`src/hw/rtl/mtn_pkg.sv`:
```
// Shared types and codes for the Manhattan nearest-neighbor block.
package mtn_pkg;
    localparam logic ACT_ADD   = 1'b0;
    localparam logic ACT_QUERY = 1'b1;

    localparam logic [1:0] ST_ADDED    = 2'd0;
    localparam logic [1:0] ST_FULL     = 2'd1;
    localparam logic [1:0] ST_EMPTY    = 2'd2;
    localparam logic [1:0] ST_NEIGHBOR = 2'd3;

    localparam int COORD_BITS = 8;
    localparam int DIST_BITS  = 9;

    typedef struct packed {
        logic                         action;
        logic signed [COORD_BITS-1:0] pos_x;
        logic signed [COORD_BITS-1:0] pos_y;
        logic [15:0]                  entry_id;
    } t_in_item;

    typedef struct packed {
        logic [1:0]  status;
        logic [15:0] found_id;
        logic [8:0]  distance;
        logic [1:0]  rank;
        logic        last;
    } t_out_item;
endpackage

```
`src/hw/rtl/manhattan_top3_nearest.sv`:
```
// Top level: nearest-neighbor search by Manhattan distance over a point table.
// Add: the command is stored in the front queue, then in the output register; adds
//   sustain one per cycle unless the output stalls. Query over N stored points with
//   R results: the scan reads one table entry per cycle, then the results follow one
//   per cycle unless the output stalls; no new command is taken until they are done.
// Reset (synchronous, active low) empties the table, the command queue and the output
//   register; table contents stay undefined and are never read past the fill count.
module manhattan_top3_nearest #(
    parameter int TABLE_DEPTH = 16,
    parameter int NEIGHBORS   = 3
) (
    input  logic               i_clk,
    input  logic               i_rst_n,
    input  logic               i_valid,
    output logic               o_ready,
    input  mtn_pkg::t_in_item  i_data,
    output logic               o_valid,
    input  logic               i_ready,
    output mtn_pkg::t_out_item o_data
);
    logic              cmd_valid, cmd_take;
    mtn_pkg::t_in_item cmd;

    // front: accepts transactions into a short command queue
    mtn_front u_front (
        .i_clk, .i_rst_n, .i_valid, .o_ready, .i_item(i_data),
        .o_cmd_valid(cmd_valid), .i_cmd_take(cmd_take), .o_cmd(cmd)
    );

    // back: table update, scan and result emission
    mtn_back #(
        .TABLE_DEPTH(TABLE_DEPTH), .NEIGHBORS(NEIGHBORS)
    ) u_back (
        .i_clk, .i_rst_n, .i_cmd_valid(cmd_valid), .o_cmd_take(cmd_take),
        .i_cmd(cmd), .o_valid, .i_ready, .o_item(o_data)
    );
endmodule

```
`src/hw/rtl/mtn_front.sv`:
```
// Front end: two-entry command queue ahead of the back end.
module mtn_front (
    input  logic              i_clk,
    input  logic              i_rst_n,
    input  logic              i_valid,
    output logic              o_ready,
    input  mtn_pkg::t_in_item i_item,
    output logic              o_cmd_valid,
    input  logic              i_cmd_take,
    output mtn_pkg::t_in_item o_cmd
);
    mtn_pkg::t_in_item r_q [2];
    logic              r_rd;
    logic              r_wr;
    logic [1:0]        r_cnt;

    logic push, pop;
    assign o_ready     = (r_cnt != 2'd2);
    assign push        = i_valid && o_ready;
    assign pop         = i_cmd_take && (r_cnt != 2'd0);
    assign o_cmd_valid = (r_cnt != 2'd0);
    assign o_cmd       = r_q[r_rd];

    always_ff @(posedge i_clk) begin
        if (!i_rst_n) begin
            r_rd  <= 1'b0;
            r_wr  <= 1'b0;
            r_cnt <= 2'd0;
        end else begin
            if (push) begin
                r_q[r_wr] <= i_item;
                r_wr      <= ~r_wr;
            end
            if (pop) r_rd <= ~r_rd;
            r_cnt <= r_cnt + {1'b0, push} - {1'b0, pop};
        end
    end

    a_cnt_bound: assert property (@(posedge i_clk) disable iff (!i_rst_n)
        r_cnt != 2'd3) else $error("queue count overflow");
    a_no_push_full: assert property (@(posedge i_clk) disable iff (!i_rst_n)
        (r_cnt == 2'd2) |-> !push) else $error("push into full queue");
    a_pop_nonempty: assert property (@(posedge i_clk) disable iff (!i_rst_n)
        pop |-> o_cmd_valid) else $error("pop from empty queue");
endmodule

```
`src/hw/rtl/mtn_back.sv`:
```
// Back end: point table, one-point-per-cycle scan, sorted best list, result emit.
module mtn_back #(
    parameter int TABLE_DEPTH = 16,
    parameter int NEIGHBORS   = 3
) (
    input  logic               i_clk,
    input  logic               i_rst_n,
    input  logic               i_cmd_valid,
    output logic               o_cmd_take,
    input  mtn_pkg::t_in_item  i_cmd,
    output logic               o_valid,
    input  logic               i_ready,
    output mtn_pkg::t_out_item o_item
);
    localparam int COORD_BITS = mtn_pkg::COORD_BITS;
    localparam int AW = (TABLE_DEPTH > 1) ? $clog2(TABLE_DEPTH) : 1;
    localparam int CW = $clog2(TABLE_DEPTH + 1);
    localparam int NW = (NEIGHBORS > 1) ? $clog2(NEIGHBORS) : 1;
    localparam int NCW = $clog2(NEIGHBORS + 1);
    localparam int DW = COORD_BITS + 1;

    typedef enum logic [2:0] {S_IDLE, S_READ, S_SCAN, S_EMIT, S_ONE} t_state;

    logic [15:0]                 r_mem_id [TABLE_DEPTH];
    logic signed [COORD_BITS-1:0] r_mem_x [TABLE_DEPTH];
    logic signed [COORD_BITS-1:0] r_mem_y [TABLE_DEPTH];

    t_state                       r_state;
    logic [CW-1:0]                r_count;
    logic [CW-1:0]                r_idx;
    logic signed [COORD_BITS-1:0] r_qx, r_qy;
    logic [15:0]                  r_rid;
    logic signed [COORD_BITS-1:0] r_rx, r_ry;
    logic                         r_rv;
    logic [DW-1:0]                r_bd  [NEIGHBORS];
    logic [15:0]                  r_bid [NEIGHBORS];
    logic [NCW-1:0]               r_nb;
    logic [NCW-1:0]               r_emit;
    logic                         r_valid;
    mtn_pkg::t_out_item           r_item;

    logic signed [COORD_BITS:0] dx, dy;
    logic [COORD_BITS:0]        adx, ady;
    logic [DW-1:0]              d;
    logic [NEIGHBORS-1:0]       beats;
    logic                       out_free;
    logic                       load_out;

    assign out_free = !r_valid || i_ready;
    assign o_valid  = r_valid;
    assign o_item   = r_item;
    assign o_cmd_take = (r_state == S_IDLE) && i_cmd_valid && out_free;
    // output register reloads this cycle
    assign load_out = (o_cmd_take && ((i_cmd.action == mtn_pkg::ACT_ADD) ||
                                      (r_count == '0))) ||
                      ((r_state == S_EMIT) && out_free);

    always_comb begin
        dx  = {r_qx[COORD_BITS-1], r_qx} - {r_rx[COORD_BITS-1], r_rx};
        dy  = {r_qy[COORD_BITS-1], r_qy} - {r_ry[COORD_BITS-1], r_ry};
        adx = dx[COORD_BITS] ? (COORD_BITS+1)'(-dx) : dx;
        ady = dy[COORD_BITS] ? (COORD_BITS+1)'(-dy) : dy;
        d   = DW'(adx + ady);
        for (int k = 0; k < NEIGHBORS; k++) begin
            beats[k] = (NCW'(k) >= r_nb) || (d < r_bd[k]) ||
                       ((d == r_bd[k]) && (r_rid < r_bid[k]));
        end
    end

    always_ff @(posedge i_clk) begin
        if (!i_rst_n) begin
            r_state <= S_IDLE;
            r_count <= '0;
            r_valid <= 1'b0;
            r_rv    <= 1'b0;
            r_nb    <= '0;
        end else begin
            if (r_valid && i_ready && !load_out) r_valid <= 1'b0;
            case (r_state)
                S_IDLE: begin
                    if (o_cmd_take) begin
                        if (i_cmd.action == mtn_pkg::ACT_ADD) begin
                            r_valid <= 1'b1;
                            if (r_count >= CW'(TABLE_DEPTH)) begin
                                r_item <= '{status: mtn_pkg::ST_FULL, found_id: '0,
                                            distance: '0, rank: '0, last: 1'b1};
                            end else begin
                                r_item <= '{status: mtn_pkg::ST_ADDED, found_id: '0,
                                            distance: '0, rank: '0, last: 1'b1};
                                r_mem_id[r_count[AW-1:0]] <= i_cmd.entry_id;
                                r_mem_x[r_count[AW-1:0]]  <= i_cmd.pos_x[COORD_BITS-1:0];
                                r_mem_y[r_count[AW-1:0]]  <= i_cmd.pos_y[COORD_BITS-1:0];
                                r_count <= r_count + 1'b1;
                            end
                        end else if (r_count == '0) begin
                            r_valid <= 1'b1;
                            r_item  <= '{status: mtn_pkg::ST_EMPTY, found_id: '0,
                                         distance: '0, rank: '0, last: 1'b1};
                        end else begin
                            r_qx    <= i_cmd.pos_x[COORD_BITS-1:0];
                            r_qy    <= i_cmd.pos_y[COORD_BITS-1:0];
                            r_idx   <= '0;
                            r_nb    <= '0;
                            r_rv    <= 1'b0;
                            r_state <= S_SCAN;
                        end
                    end
                end
                S_SCAN: begin
                    // pipeline: read entry r_idx, insert previously read entry
                    if (r_rv) begin
                        for (int k = NEIGHBORS - 1; k >= 0; k--) begin
                            if (beats[k]) begin
                                if (k == 0 || !beats[(k > 0) ? k - 1 : 0]) begin
                                    r_bd[k]  <= d;
                                    r_bid[k] <= r_rid;
                                end else begin
                                    r_bd[k]  <= r_bd[(k > 0) ? k - 1 : 0];
                                    r_bid[k] <= r_bid[(k > 0) ? k - 1 : 0];
                                end
                            end
                        end
                        if (r_nb < NCW'(NEIGHBORS)) r_nb <= r_nb + 1'b1;
                    end
                    if (r_idx < r_count) begin
                        r_rid <= r_mem_id[r_idx[AW-1:0]];
                        r_rx  <= r_mem_x[r_idx[AW-1:0]];
                        r_ry  <= r_mem_y[r_idx[AW-1:0]];
                        r_rv  <= 1'b1;
                        r_idx <= r_idx + 1'b1;
                    end else begin
                        r_rv    <= 1'b0;
                        r_emit  <= '0;
                        r_state <= S_EMIT;
                    end
                end
                S_EMIT: begin
                    if (out_free) begin
                        r_valid <= 1'b1;
                        r_item  <= '{status: mtn_pkg::ST_NEIGHBOR,
                                     found_id: r_bid[r_emit[NW-1:0]],
                                     distance: mtn_pkg::DIST_BITS'(r_bd[r_emit[NW-1:0]]),
                                     rank: 2'(r_emit),
                                     last: (r_emit + 1'b1 == r_nb)};
                        r_emit  <= r_emit + 1'b1;
                        if (r_emit + 1'b1 == r_nb) r_state <= S_IDLE;
                    end
                end
                default: r_state <= S_IDLE;
            endcase
        end
    end

    a_count_bound: assert property (@(posedge i_clk) disable iff (!i_rst_n)
        r_count <= CW'(TABLE_DEPTH)) else $error("point count beyond depth");
    a_nb_bound: assert property (@(posedge i_clk) disable iff (!i_rst_n)
        r_nb <= NCW'(NEIGHBORS)) else $error("best list overfilled");
    a_emit_nonempty: assert property (@(posedge i_clk) disable iff (!i_rst_n)
        (r_state == S_EMIT) |-> (r_nb != '0)) else $error("emit with empty list");
endmodule
```
`config.mk`:
```
export PLATFORM = sky130hd
export DESIGN_NAME = manhattan_top3_nearest
export DESIGN_NICKNAME = d
export VERILOG_FILES = /design/src/hw/rtl/mtn_pkg.sv /design/src/hw/rtl/manhattan_top3_nearest.sv /design/src/hw/rtl/mtn_front.sv /design/src/hw/rtl/mtn_back.sv
export SDC_FILE = /design/constraint.sdc
export NUM_CORES = 1
export LEC_CHECK = 0
export BUFFER_PORTS_ARGS = -buffer_cell sky130_fd_sc_hd__buf_2
export CAP_MARGIN = 0
export CORE_MARGIN = 2
export CORE_UTILIZATION = 55
export CTS_CLUSTER_DIAMETER = 200
export DETAILED_ROUTE_END_ITERATION = 8
export PLACE_DENSITY = 0.74
export RECOVER_POWER = 50
export SLEW_MARGIN = 20
export SYNTH_ARGS = -nofsm -noshare
export SYNTH_HDL_FRONTEND = slang
export SYNTH_SLANG_ARGS = --single-unit
```
`constraint.sdc`:
```
create_clock -name i_clk -period 6 [get_ports i_clk]
set_input_delay 1.5 -clock i_clk [delete_from_list [all_inputs] [get_ports i_clk]]
set_output_delay 1.5 -clock i_clk [all_outputs]
set_load 0.005 [all_outputs]
```
==> flow_summary.toml <==
[cts]
cts_max_level = 3
tritoncts_buffer_count = 77
cts_sinks = 756
cell_at_the_root_of_the_clock_tree = "clkbuf_16"
clk_transition_reported_paths_ns = 0.06
clk_latency_ns = 0.62
clock_tree_from_tritoncts = "yes"
cts_hold_buffers = 0
buffer_levels_on_the_longest_clock_path = 3

[worst_setup_path]
worst_setup_end_kind = "flop"
path_class = "reg -> reg"
critical_path.top_delay_family = "compound AO/OA/AOI/OAI gates"
timing.critical_path.slowest_stage_cell = "fa_2"
ff2ff_setup_slack_ns = 0.24
worstPathMaxFanout = 11
ff2ff_path_depth = 25
cpPeakStageDelay_ns = 0.40
timing.rr.end = "u_back.r_bid[2][2]$_DFFE_PP_"
cp_data_required_time_ns = 6.36
crit_path_start_kind = "flop"
worst-endpoint-arrival_ns = 6.12
crit_buf_inv = 3
reg2reg_from = "u_back.r_qx[0]$_DFFE_PP_"

[flow_run]
cap_viol_max_count = 5

[global_routing]
number_of_antenna_violations_at_the_first_check_in_global_routing = 3
grt_max_degree = 131
first_global_vias = 16720
grt_pass1_wl_mm = 100.9
grt_use_total_pct = 22.73
globalRoute.totalOverflow = 0

[power]
share_clk_of_total_power_pct = 34.7
max-vdd-ir-drop_mv = 0.2639
power.leakage_nw = 12.48
cell_internal_pwr_mw = 10.16
share_comb_of_total_power_pct = 18.3
power.share.sequential_pct = 47.0
netSwitchingPower_mw = 3.507
power_density_nw_per_um2 = 375.7
switching_share_pct = 25.67

[sta]
timing.fmax_ghz = 0.1736
worst_slack_ns = 0.2412
report.final.slew_viol_count = 181
final.setup.tns_ns = 0
hold_viol_final = 0
worst_slew_pin_slew_ns = 3.796
final.period_utilization_pct = 95.98
final_critical_delay_including_setup_and_external_delays_ns = 5.759
whs_ns = 0.5171
normalized_max_slew_margin_pct = -153.1
fin_skew_ns = 0.01613
final-setup-viol-count = 0

[place]
preCtsSetupSlack_ns = -0.2066
dp_hpwl_mm = 37.68
place.gp.congestion = 0.8377
portBuffers = 68

[synth]
synthCells = 1745
netlist_top_cells_count = "edfxtp_1 (738), mux4_2 (160), ha_1 (115), inv_1 (115), mux2_2 (66)"
yosys.area.top_type_share_pct = 68.97
synth.top_cells.by_area = "edfxtp_1 (69%), mux4_2 (11%), ha_1 (4.5%)"
synth.cell_area_um2 = 32130
synth_ff_type = "edfxtp_1"
edff_count_synth = 738
netlist.top_cell.by_area = "edfxtp_1"
yosys_register_bits = 756
synth.yosys.warnings = 0
sequential_cell_area_fraction_in_the_yosys_report_pct = 70.10
avgSynthCellArea_um2 = 18.41
postSynth.asyncResetShare_pct = 0
yosysMostFrequentCell = "edfxtp_1"
unique_masters_post_synth = 63
mappedNetlistNets = 1900

[floorplanning]
die_height_um = 245.7
floorplan.io_pins = 69
die-width_um = 245.7
die-area_um2 = 60370
num_rows = 88
initial_standard_cell_utilization_of_the_core_pct = 55.69
core_area_um2 = 57700

[min_path]
hp-class = "reg -> reg"
worst_hold_startpoint = "u_front.r_rd$_SDFFE_PN0P_"
worst_hold_path.num_cells = 2

[finish]
share_of_final_layout_standard_cells_stronger_than_drive_strength_1_pct = 23.73
diodes = 0
area_delta_synth_final_pct = 13.19
finish.net_count = 2041

[route]
wl_per_cell_um = 24.72
total_wire_length_mm = 67.03
drt.antenna.violating_nets = 0
detail_route.vias_per_cell = 5.994
route.detailed.drc = 0
drt_iter0_drc = 1519
vias = 16260
drt_first_pass_iters = 5

[run_status]
failed_checks = "max-capacitance violations, max-slew violations"
run_status = "complete, but fails checks"
## worst max path at each step
stage | startpoint | cells after the start | end | slack, ns
after floorplan | u_back.r_qy[0]$_DFFE_PP_ | 25 | u_back.r_bd[0][0]$_DFFE_PP_ | 0.25
after global placement | u_back.r_qy[0]$_DFFE_PP_ | 26 | u_back.r_bid[2][5]$_DFFE_PP_ | -0.03
after detailed placement | u_back.r_qx[0]$_DFFE_PP_ | 25 | u_back.r_bid[2][2]$_DFFE_PP_ | -0.21
after CTS | u_back.r_qy[0]$_DFFE_PP_ | 28 | u_back.r_bid[2][2]$_DFFE_PP_ | 0.02
after global routing | u_back.r_qx[0]$_DFFE_PP_ | 25 | u_back.r_bd[2][3]$_DFFE_PP_ | -0.02
final | u_back.r_qx[0]$_DFFE_PP_ | 25 | u_back.r_bid[2][2]$_DFFE_PP_ | 0.24
## layout make-up
class | count | area, um2
Timing Repair Buffer | 125 | 819.5
Tap cell | 765 | 957.2
Inverter | 115 | 435.4
Clock buffer | 96 | 2008
Multi-Input combinational cell | 811 | 9151
Clock inverter | 44 | 475.5
Sequential cell | 756 | 22520
Fill cell | 3966 | 21330
## per-stage QoR
step / std cells / instance area [um2] / power [mW] / utilization, %
final: 2712 / 36370 / 13.66 / 63.04
after global routing: 2712 / 36370 / 14.21 / 63.04
after CTS: 2702 / 36200 / 13.70 / 62.74
after detailed placement: 2561 / 33690 / 8.939 / 58.40
after global placement: 2561 / 33690 / 8.859 / 58.40
after floorplan: 1745 / 32130 / 8.156 / -
## logic make-up after synthesis
kind of cell / after synthesis / share of synthesized area, %
flops: 756 / 70.10
simple gates: 228 / 3.517
mux: 275 / 15.37
buf+inv: 178 / 2.274
xor+xnor: 41 / 1.118
compound gates: 149 / 2.964
fa+ha+maj: 118 / 4.665
## state kept, by name, summed over array words and instances (netlist names), 2 cells and up, named ones only
register / cells
u_back.r_mem_id: 256
u_back.r_mem_x: 128
u_back.r_mem_y: 128
u_front.r_q: 66
u_back.r_bid: 48
u_back.o_item: 30
u_back.r_bd: 27
u_back.r_rid: 16
u_back.r_qx: 8
u_back.r_qy: 8
u_back.r_rx: 8
u_back.r_ry: 8
u_back.r_count: 5
u_back.r_idx: 5
u_back.r_emit: 2
u_back.r_nb: 2
u_back.r_state: 2
u_front.r_cnt: 2
## tightest hold or removal path, cell delays in order, from the launching register on
cell	delay (ns)
dfxtp_1	0.32
xnor2_1	0.09
nor2_1	0.08
## cell usage in the layout (no fill, tap or decap), types with 25 or more instances in the layout
| cell type | count |
|---|---|
| and2_0 | 25 |
| mux2_1 | 32 |
| edfxtp_1 | 738 |
| clkbuf_1 | 58 |
| nand2_1 | 57 |
| mux2i_1 | 29 |
| xnor2_1 | 31 |
| nor2_1 | 40 |
| buf_2 | 34 |
| o21ai_0 | 42 |
| mux2_2 | 33 |
| mux4_2 | 160 |
| clkbuf_16 | 78 |
| inv_1 | 114 |
| a21oi_1 | 28 |
| ha_1 | 114 |
| buf_4 | 42 |
## power groups by stage
stage          clock network [mW]  logic [mW]  registers, mW
2_1_floorplan                   0        1.64           6.51
3_3_place_gp                    0        2.35           6.51
3_5_place_dp                    0        2.42           6.52
4_1_cts                      4.82        2.46           6.41
5_1_grt                      5.02        2.76           6.43
6_report                     4.74        2.51           6.41
## timing repair
item | in CTS | in global routing
endpoints found under the setup margin | 78 | 125
pin swaps | 2 | 16
cloned | 0 | 2
resized for setup | 2 | 31
setup buffers | 1 | 7
## routing by layer
layer	global-route usage [%]	part of all wire [%]	wire (um)	up-vias
met3	4.093	7.3	4912	162
met4	8.788	3.6	2422	0
met1	31.29	41	27180	8273
met2	36.51	49	32510	649
li1	-	-	-	7173
met5	0	0	0	-
Power figures use the tool's default switching activity.
